===== config.mk =====
export PLATFORM = sky130hd
export DESIGN_NAME = length_prefixed_frame_deframer
export DESIGN_NICKNAME = d
export VERILOG_FILES = /design/src/rtl/ldf_pkg.sv /design/src/rtl/length_prefixed_frame_deframer.sv /design/src/rtl/ldf_cfg.sv /design/src/rtl/ldf_core.sv
export SDC_FILE = /design/constraint.sdc
export NUM_CORES = 1
export LEC_CHECK = 0
export ABC_CLOCK_PERIOD_IN_PS = 6900
export BUFFER_PORTS_ARGS = -buffer_cell sky130_fd_sc_hd__buf_2
export CORE_ASPECT_RATIO = 0.6
export CORE_MARGIN = 1.5
export CORE_UTILIZATION = 55
export DETAILED_ROUTE_END_ITERATION = 16
export GPL_ROUTABILITY_DRIVEN = 0
export GPL_TIMING_DRIVEN = 0
export PLACE_DENSITY_LB_ADDON = 0.12
export SETUP_SLACK_MARGIN = 0.2
export SYNTH_ARGS = -nofsm -noshare
export SYNTH_HDL_FRONTEND = slang
export SYNTH_SLANG_ARGS = --single-unit

===== constraint.sdc =====
create_clock -name clk -period 6.9 [get_ports clk]
set_input_delay 2.07 -clock clk [delete_from_list [all_inputs] [get_ports clk]]
set_output_delay 2.07 -clock clk [all_outputs]
set_load 0.03 [all_outputs]

===== src/rtl/ldf_pkg.sv =====
// Shared types and constants for the length-prefixed frame deframer.
package ldf_pkg;

  localparam int unsigned HdrBytes  = 12;
  localparam int unsigned SizeBytes = 4;
  localparam int unsigned WorkBytes = 8;
  localparam int unsigned CntW      = 4;
  localparam int unsigned CfgDataW  = 64;
  localparam int unsigned CfgIdxW   = 1;

  localparam logic [31:0] FrameSizeLimitRst   = 32'd65536;
  localparam logic [63:0] MessageWorkLimitRst = {64{1'b1}};

  typedef enum logic [CfgIdxW-1:0] {
    CFG_FRAME_SIZE_LIMIT   = 1'b0,
    CFG_MESSAGE_WORK_LIMIT = 1'b1
  } cfg_idx_t;

  typedef enum logic [2:0] {
    EV_HEADER  = 3'd0,
    EV_PAYLOAD = 3'd1,
    EV_DONE    = 3'd2,
    EV_ERROR   = 3'd3,
    EV_CLEARED = 3'd4
  } event_t;

  typedef enum logic [1:0] {
    ERR_NONE       = 2'd0,
    ERR_TERMINATOR = 2'd1,
    ERR_TOO_LARGE  = 2'd2,
    ERR_WORK       = 2'd3
  } err_t;

  typedef enum logic {
    OP_DATA  = 1'b0,
    OP_CLEAR = 1'b1
  } op_t;

  typedef struct packed {
    logic [31:0] frame_size_limit;
    logic [63:0] message_work_limit;
  } cfg_t;

  typedef struct packed {
    event_t      ev;
    logic [7:0]  payload_byte;
    logic        frame_last;
    err_t        err;
    logic [63:0] work_tally;
  } result_t;

endpackage


===== src/rtl/length_prefixed_frame_deframer.sv =====
// Top level of the length-prefixed frame deframer.
// A word accepted into the input register is decoded and its result is held in the result register.
// Throughput: one word per cycle unless the input stalls; the result register decouples the sides.
// The input stalls only while a result is held and the staged word cannot move.
// Reset (rst_n low, synchronous) empties both registers, clears the decoder
// state and restores the limits to their defaults.
module length_prefixed_frame_deframer (
  input  logic                          clk,
  input  logic                          rst_n,
  input  logic                          in_valid,
  output logic                          in_stall,
  input  logic                          in_opcode,
  input  logic [7:0]                    in_data_byte,
  output logic                          out_valid,
  input  logic                          out_stall,
  output logic [2:0]                    out_event_res,
  output logic [7:0]                    out_payload_byte,
  output logic                          out_frame_last,
  output logic [1:0]                    out_error_code,
  output logic [63:0]                   out_work_tally,
  input  logic                          cfg_wr_en,
  input  logic [ldf_pkg::CfgIdxW-1:0]   cfg_index,
  input  logic [ldf_pkg::CfgDataW-1:0]  cfg_wdata
);
  import ldf_pkg::*;

  cfg_t    cfg;
  result_t res;

  logic       s1_valid_r, s1_valid_nxt;
  logic       s1_opcode_r;
  logic [7:0] s1_byte_r;
  logic       out_valid_r, out_valid_nxt;
  result_t    out_res_r;
  logic       out_blocked, fire, in_take;

  ldf_cfg u_cfg (
    .clk       (clk),
    .rst_n     (rst_n),
    .cfg_wr_en (cfg_wr_en),
    .cfg_index (cfg_index),
    .cfg_wdata (cfg_wdata),
    .cfg       (cfg)
  );

  ldf_core u_core (
    .clk       (clk),
    .rst_n     (rst_n),
    .fire      (fire),
    .opcode    (s1_opcode_r),
    .data_byte (s1_byte_r),
    .cfg       (cfg),
    .res       (res)
  );

  always_comb begin
    out_blocked = out_valid_r && out_stall;
    fire        = s1_valid_r && !out_blocked;
    in_stall    = s1_valid_r && out_blocked;
    in_take     = in_valid && !in_stall;

    s1_valid_nxt = in_take ? 1'b1 : (fire ? 1'b0 : s1_valid_r);
    out_valid_nxt = fire ? 1'b1 : (out_stall ? out_valid_r : 1'b0);
  end

  always_ff @(posedge clk) begin
    if (!rst_n) begin
      s1_valid_r  <= 1'b0;
      out_valid_r <= 1'b0;
    end else begin
      s1_valid_r  <= s1_valid_nxt;
      out_valid_r <= out_valid_nxt;
    end
  end

  always_ff @(posedge clk) begin
    if (in_take) begin
      s1_opcode_r <= in_opcode;
      s1_byte_r   <= in_data_byte;
    end
    if (fire) begin
      out_res_r <= res;
    end
  end

  assign out_valid        = out_valid_r;
  assign out_event_res    = out_res_r.ev;
  assign out_payload_byte = out_res_r.payload_byte;
  assign out_frame_last   = out_res_r.frame_last;
  assign out_error_code   = out_res_r.err;
  assign out_work_tally   = out_res_r.work_tally;

endmodule


===== src/rtl/ldf_cfg.sv =====
// Configuration register file for the deframer limits.
module ldf_cfg (
  input  logic                          clk,
  input  logic                          rst_n,
  input  logic                          cfg_wr_en,
  input  logic [ldf_pkg::CfgIdxW-1:0]   cfg_index,
  input  logic [ldf_pkg::CfgDataW-1:0]  cfg_wdata,
  output ldf_pkg::cfg_t                 cfg
);
  import ldf_pkg::*;

  logic [31:0] frame_size_limit_r;
  logic [63:0] message_work_limit_r;

  always_ff @(posedge clk) begin
    if (!rst_n) begin
      frame_size_limit_r   <= FrameSizeLimitRst;
      message_work_limit_r <= MessageWorkLimitRst;
    end else if (cfg_wr_en) begin
      unique case (cfg_idx_t'(cfg_index))
        CFG_FRAME_SIZE_LIMIT:   frame_size_limit_r   <= cfg_wdata[31:0];
        CFG_MESSAGE_WORK_LIMIT: message_work_limit_r <= cfg_wdata;
        default: ;
      endcase
    end
  end

  assign cfg.frame_size_limit   = frame_size_limit_r;
  assign cfg.message_work_limit = message_work_limit_r;

endmodule


===== src/rtl/ldf_core.sv =====
// Deframer state and the per-word decode between the input and result registers.
module ldf_core (
  input  logic             clk,
  input  logic             rst_n,
  input  logic             fire,
  input  logic             opcode,
  input  logic [7:0]       data_byte,
  input  ldf_pkg::cfg_t    cfg,
  output ldf_pkg::result_t res
);
  import ldf_pkg::*;

  localparam int unsigned HdrW = 8 * (HdrBytes - 1);
  localparam logic [CntW-1:0] HdrLast = CntW'(HdrBytes - 1);

  logic [CntW-1:0] header_count_r, header_count_nxt;
  logic [HdrW-1:0] hdr_r, hdr_nxt;
  logic [31:0]     remaining_r, remaining_nxt;
  logic [63:0]     work_total_r, work_total_nxt;
  logic            failed_r, failed_nxt;
  err_t            stored_err_r, stored_err_nxt;

  logic [8*SizeBytes-1:0] size;
  logic [8*WorkBytes-1:0] work;
  logic [64:0]            sum;
  logic [63:0]            sat_sum;

  always_comb begin
    size    = hdr_r[8*SizeBytes-1:0];
    work    = {data_byte, hdr_r[HdrW-1:8*SizeBytes]};
    sum     = {1'b0, work_total_r} + {1'b0, work};
    sat_sum = sum[64] ? {64{1'b1}} : sum[63:0];

    header_count_nxt = header_count_r;
    hdr_nxt          = hdr_r;
    remaining_nxt    = remaining_r;
    work_total_nxt   = work_total_r;
    failed_nxt       = failed_r;
    stored_err_nxt   = stored_err_r;

    res.ev           = EV_HEADER;
    res.payload_byte = 8'd0;
    res.frame_last   = 1'b0;
    res.err          = ERR_NONE;

    priority if (op_t'(opcode) == OP_CLEAR) begin
      header_count_nxt = '0;
      remaining_nxt    = '0;
      work_total_nxt   = '0;
      failed_nxt       = 1'b0;
      stored_err_nxt   = ERR_NONE;
      res.ev           = EV_CLEARED;
    end else if (failed_r) begin
      res.ev  = EV_ERROR;
      res.err = stored_err_r;
    end else if (remaining_r != 32'd0) begin
      remaining_nxt    = remaining_r - 32'd1;
      res.ev           = EV_PAYLOAD;
      res.payload_byte = data_byte;
      res.frame_last   = (remaining_r == 32'd1);
    end else begin
      hdr_nxt = {data_byte, hdr_r[HdrW-1:8]};
      if (header_count_r == HdrLast) begin
        header_count_nxt = '0;
        if (size == 32'd0) begin
          if (work != 64'd0) begin
            failed_nxt     = 1'b1;
            stored_err_nxt = ERR_TERMINATOR;
            remaining_nxt  = '0;
            res.ev         = EV_ERROR;
            res.err        = ERR_TERMINATOR;
          end else begin
            work_total_nxt = '0;
            res.ev         = EV_DONE;
          end
        end else begin
          work_total_nxt = sat_sum;
          priority if (size > cfg.frame_size_limit) begin
            failed_nxt     = 1'b1;
            stored_err_nxt = ERR_TOO_LARGE;
            remaining_nxt  = '0;
            res.ev         = EV_ERROR;
            res.err        = ERR_TOO_LARGE;
          end else if (sat_sum > cfg.message_work_limit) begin
            failed_nxt     = 1'b1;
            stored_err_nxt = ERR_WORK;
            remaining_nxt  = '0;
            res.ev         = EV_ERROR;
            res.err        = ERR_WORK;
          end else begin
            remaining_nxt = size;
          end
        end
      end else begin
        header_count_nxt = header_count_r + CntW'(1);
      end
    end

    res.work_tally = work_total_nxt;
  end

  always_ff @(posedge clk) begin
    if (!rst_n) begin
      header_count_r <= '0;
      remaining_r    <= '0;
      work_total_r   <= '0;
      failed_r       <= 1'b0;
      stored_err_r   <= ERR_NONE;
    end else if (fire) begin
      header_count_r <= header_count_nxt;
      remaining_r    <= remaining_nxt;
      work_total_r   <= work_total_nxt;
      failed_r       <= failed_nxt;
      stored_err_r   <= stored_err_nxt;
    end
  end

  always_ff @(posedge clk) begin
    if (fire) begin
      hdr_r <= hdr_nxt;
    end
  end

endmodule


==> out/qor.yml <==
status: "completed"
synth_seq_area_share_pct: 44.0
placementRows: 55
clk_latency_ns: 0.55
cts.htree.levels: 2
io_buffers: 157
grt_pass1_wl_um: 108000
pre_cts_ws_ns: -2.22
tightest_slew_ns: 1.40
r2r_slack_ns: 0.30
syn-instance-count: 2348
cp.arrival_ns: 7.05
antenna_found_initial: 1
fin_area_mm2: 0.0243
min_to: "u_cfg.frame_size_limit_r[31]$_SDFFE_PN0P_"
dp_hpwl_um: 55200
p_leak_nw: 10.2
grt_pass1_vias: 18000
numCtsBuffers: 37
via_count: 20000
area_growth_pct: 15.0
hold_path_class: "register to register"
cts_tree: "done"
p_per_area_mw_per_mm2: 242
hold_viol: 0
start_kind: "register"
core_mm2: 0.0378
io_pins: 159
initial_utilization_pct: 55.9
syn_avg_cell_area_um2: 8.99
first_pass_iters: 6
crit_fanout: 10
fin_nets: 2803
instances_no_fill: 3103
synth_cell_types: 77
synth_fp_nets: 2591
synth-seq-cells: 376
postSynth.asyncResetShare_pct: 0
min_from: "u_cfg.frame_size_limit_r[31]$_SDFFE_PN0P_"
synthesis.area_mm2: 0.0211
dieArea_mm2: 0.0396
most-common-layout-cells: "nand2_1 (344), a21oi_1 (206), dfxtp_1 (201)"
cts_num_sinks: 376
die_w_um: 256
postCtsHoldBufs: 0
track_usage_pct: 35.6
wl_um: 72100
grt_max_degree: 87
placed_cells: 3019
drv_slew: 0
peakVddDrop_mv: 0.200
rr_startpoint: "u_core.hdr_r[32]$_DFFE_PP_"
reg2reg_to: "u_core.remaining_r[0]$_SDFFE_PN0P_"
min_path_cells: 2
crit_required_ns: 7.35
drive_above_1_share_pct: 12.0
overflow: 0
fin_skew_ns: 0.0210
layout_commonest_cell: "nand2_1"
ys.flop_type: "dfxtp_1"
max_freq_mhz: 152
place_area_mm2: 0.0226
rsz0062_at_grt: "false"
ant_nets: 0
cts-root-buf: "clkbuf_16"
die_y_um: 155
endpoint_kind: "register"
period_needed_ns: 6.60
via_per_inst: 6.44
r2r_cells: 24
worst_slack_ns: 0.301
cts.reportedPaths.clkPinSlew_ns: 0.06
drt-initial-drc-count: 3121
maxCapViolCount: 0
setup-violations-final: 0
slew_headroom_pct: 6.52
routedWlPerCell_um: 23.2
fin_crit_sh_pct: 95.6
clock_path_buffers: 3
synth_edf_count: 175
worst-setup-path-type: "register to register"
route.detailed.drc: 0
yosysWarnings: 0
[state kept, by name, summed over array words and instances, names as in the netlist]
signal                      cells
u_cfg.frame_size_limit_r       32
u_core.stored_err_r             2
out_event_res                   3
u_core.failed_r                 1
s1_valid_r                      1
out_work_tally                 64
s1_opcode_r                     1
u_core.header_count_r           4
out_error_code                  2
out_valid                       1
u_core.work_total_r            64
s1_byte_r                       8
out_payload_byte                8
u_cfg.message_work_limit_r     64
out_frame_last                  1
u_core.hdr_r                   88
u_core.remaining_r             32
[where the power goes]
part	total, mW	internal, mW	leakage, nW	switching (mW)
registers	2.59	2.47	3.28	0.119
logic	1.17	0.397	6.33	0.771
clock network	2.12	1.20	0.585	0.920
[worst max-delay path by stage]
stage,to,slack [ns],cells past startpoint,from
2_1_floorplan,u_core.remaining_r[23]$_SDFFE_PN0P_,0.92,25,u_core.hdr_r[32]$_DFFE_PP_
3_3_place_gp,u_core.remaining_r[0]$_SDFFE_PN0P_,-2.15,25,u_core.hdr_r[32]$_DFFE_PP_
3_5_place_dp,u_core.remaining_r[0]$_SDFFE_PN0P_,-2.22,24,u_core.hdr_r[32]$_DFFE_PP_
4_1_cts,u_core.remaining_r[0]$_SDFFE_PN0P_,0.18,24,u_core.hdr_r[32]$_DFFE_PP_
5_1_grt,u_core.remaining_r[0]$_SDFFE_PN0P_,0.18,24,u_core.hdr_r[63]$_DFFE_PP_
6_report,u_core.remaining_r[0]$_SDFFE_PN0P_,0.30,24,u_core.hdr_r[32]$_DFFE_PP_
[critical path, stage by stage, from the launching register on]
cell and delay, ns:
edfxtp_1 0.49, ha_1 0.28, fa_2 0.41, a211oi_4 0.29
o211ai_1 0.16, nand2_1 0.21, o21ai_4 0.15, a21o_4 0.27
a2111oi_4 0.42, buf_4 0.19, nor2_2 0.07, clkbuf_2 0.30
nor2_2 0.24, inv_1 0.10, ha_1 0.32, a21oi_1 0.20
a21oi_1 0.10, or4b_2 0.71, a2111oi_4 0.46, o221a_2 0.29
and3_1 0.15, clkbuf_4 0.22, buf_4 0.20, nand2_1 0.16
o21ai_0 0.11
[routing by layer]
metal  share of wire [%]  track usage (%)
met1                  44             55.4
met2                  37             45.6
met3                  17             12.7
met4                 2.4             8.85
met5                   0                0
[cell usage after synthesis (15+ instances only)]
cell type	instances	area share (%)
a31oi_1	36	1.1
nor3_1	39	0.92
o21bai_1	19	0.68
and2_1	23	0.68
ha_1	163	9.7
inv_1	146	2.6
a21o_1	67	2.4
a21oi_1	206	4.9
nand2b_1	34	1.0
clkbuf_1	110	2.0
nand2_1	344	6.1
dfxtp_1	201	19
o31ai_1	15	0.53
nand4_1	52	1.5
edfxtp_1	175	25
o211ai_1	90	3.2
xor2_1	24	1.0
nor2_1	105	1.9
o21ai_0	150	3.6
xnor2_1	36	1.5
a22o_1	33	1.4
nor4_1	35	1.0
o21a_1	16	0.57
nand3_1	45	1.1
[layout make-up]
class | count | area [µm²]
Fill cell | 3170 | 13500
Multi-Input combinational cell | 1698 | 11100
Sequential cell | 376 | 9280
Clock buffer | 48 | 977
Timing Repair Buffer | 173 | 926
Tap cell | 513 | 642
Buffer | 127 | 566
Inverter | 147 | 559
Clock inverter | 19 | 248
Antenna cell | 2 | 5.00
[logic make-up after synthesis]
family / synth area share, %
xor+xnor: 2.49
buf+inv: 5.01
flops: 44.0
simple gates: 16.6
compound gates: 21.8
mux: 0.285
fa+ha+maj: 9.76
[per-stage QoR]
step | utilization [%] | hold slack (ns) | setup TNS (ns) | total power, mW
2_1_floorplan | - | 0.436 | 0 | 3.38
3_3_place_gp | 59.6 | 0.444 | -95.78 | 3.70
3_5_place_dp | 59.7 | 0.450 | -75.23 | 3.73
4_1_cts | 63.5 | 0.459 | 0 | 5.83
5_1_grt | 64.2 | 0.472 | 0 | 6.08
6_report | 64.2 | 0.458 | 0 | 5.88
[timing repair]
item	in CTS	in global routing
pin swaps	8	9
resized for setup	36	55
endpoints found under the setup margin	39	38
buffers inserted	6	9
No activity file was read; power rests on OpenSTA's default activity.
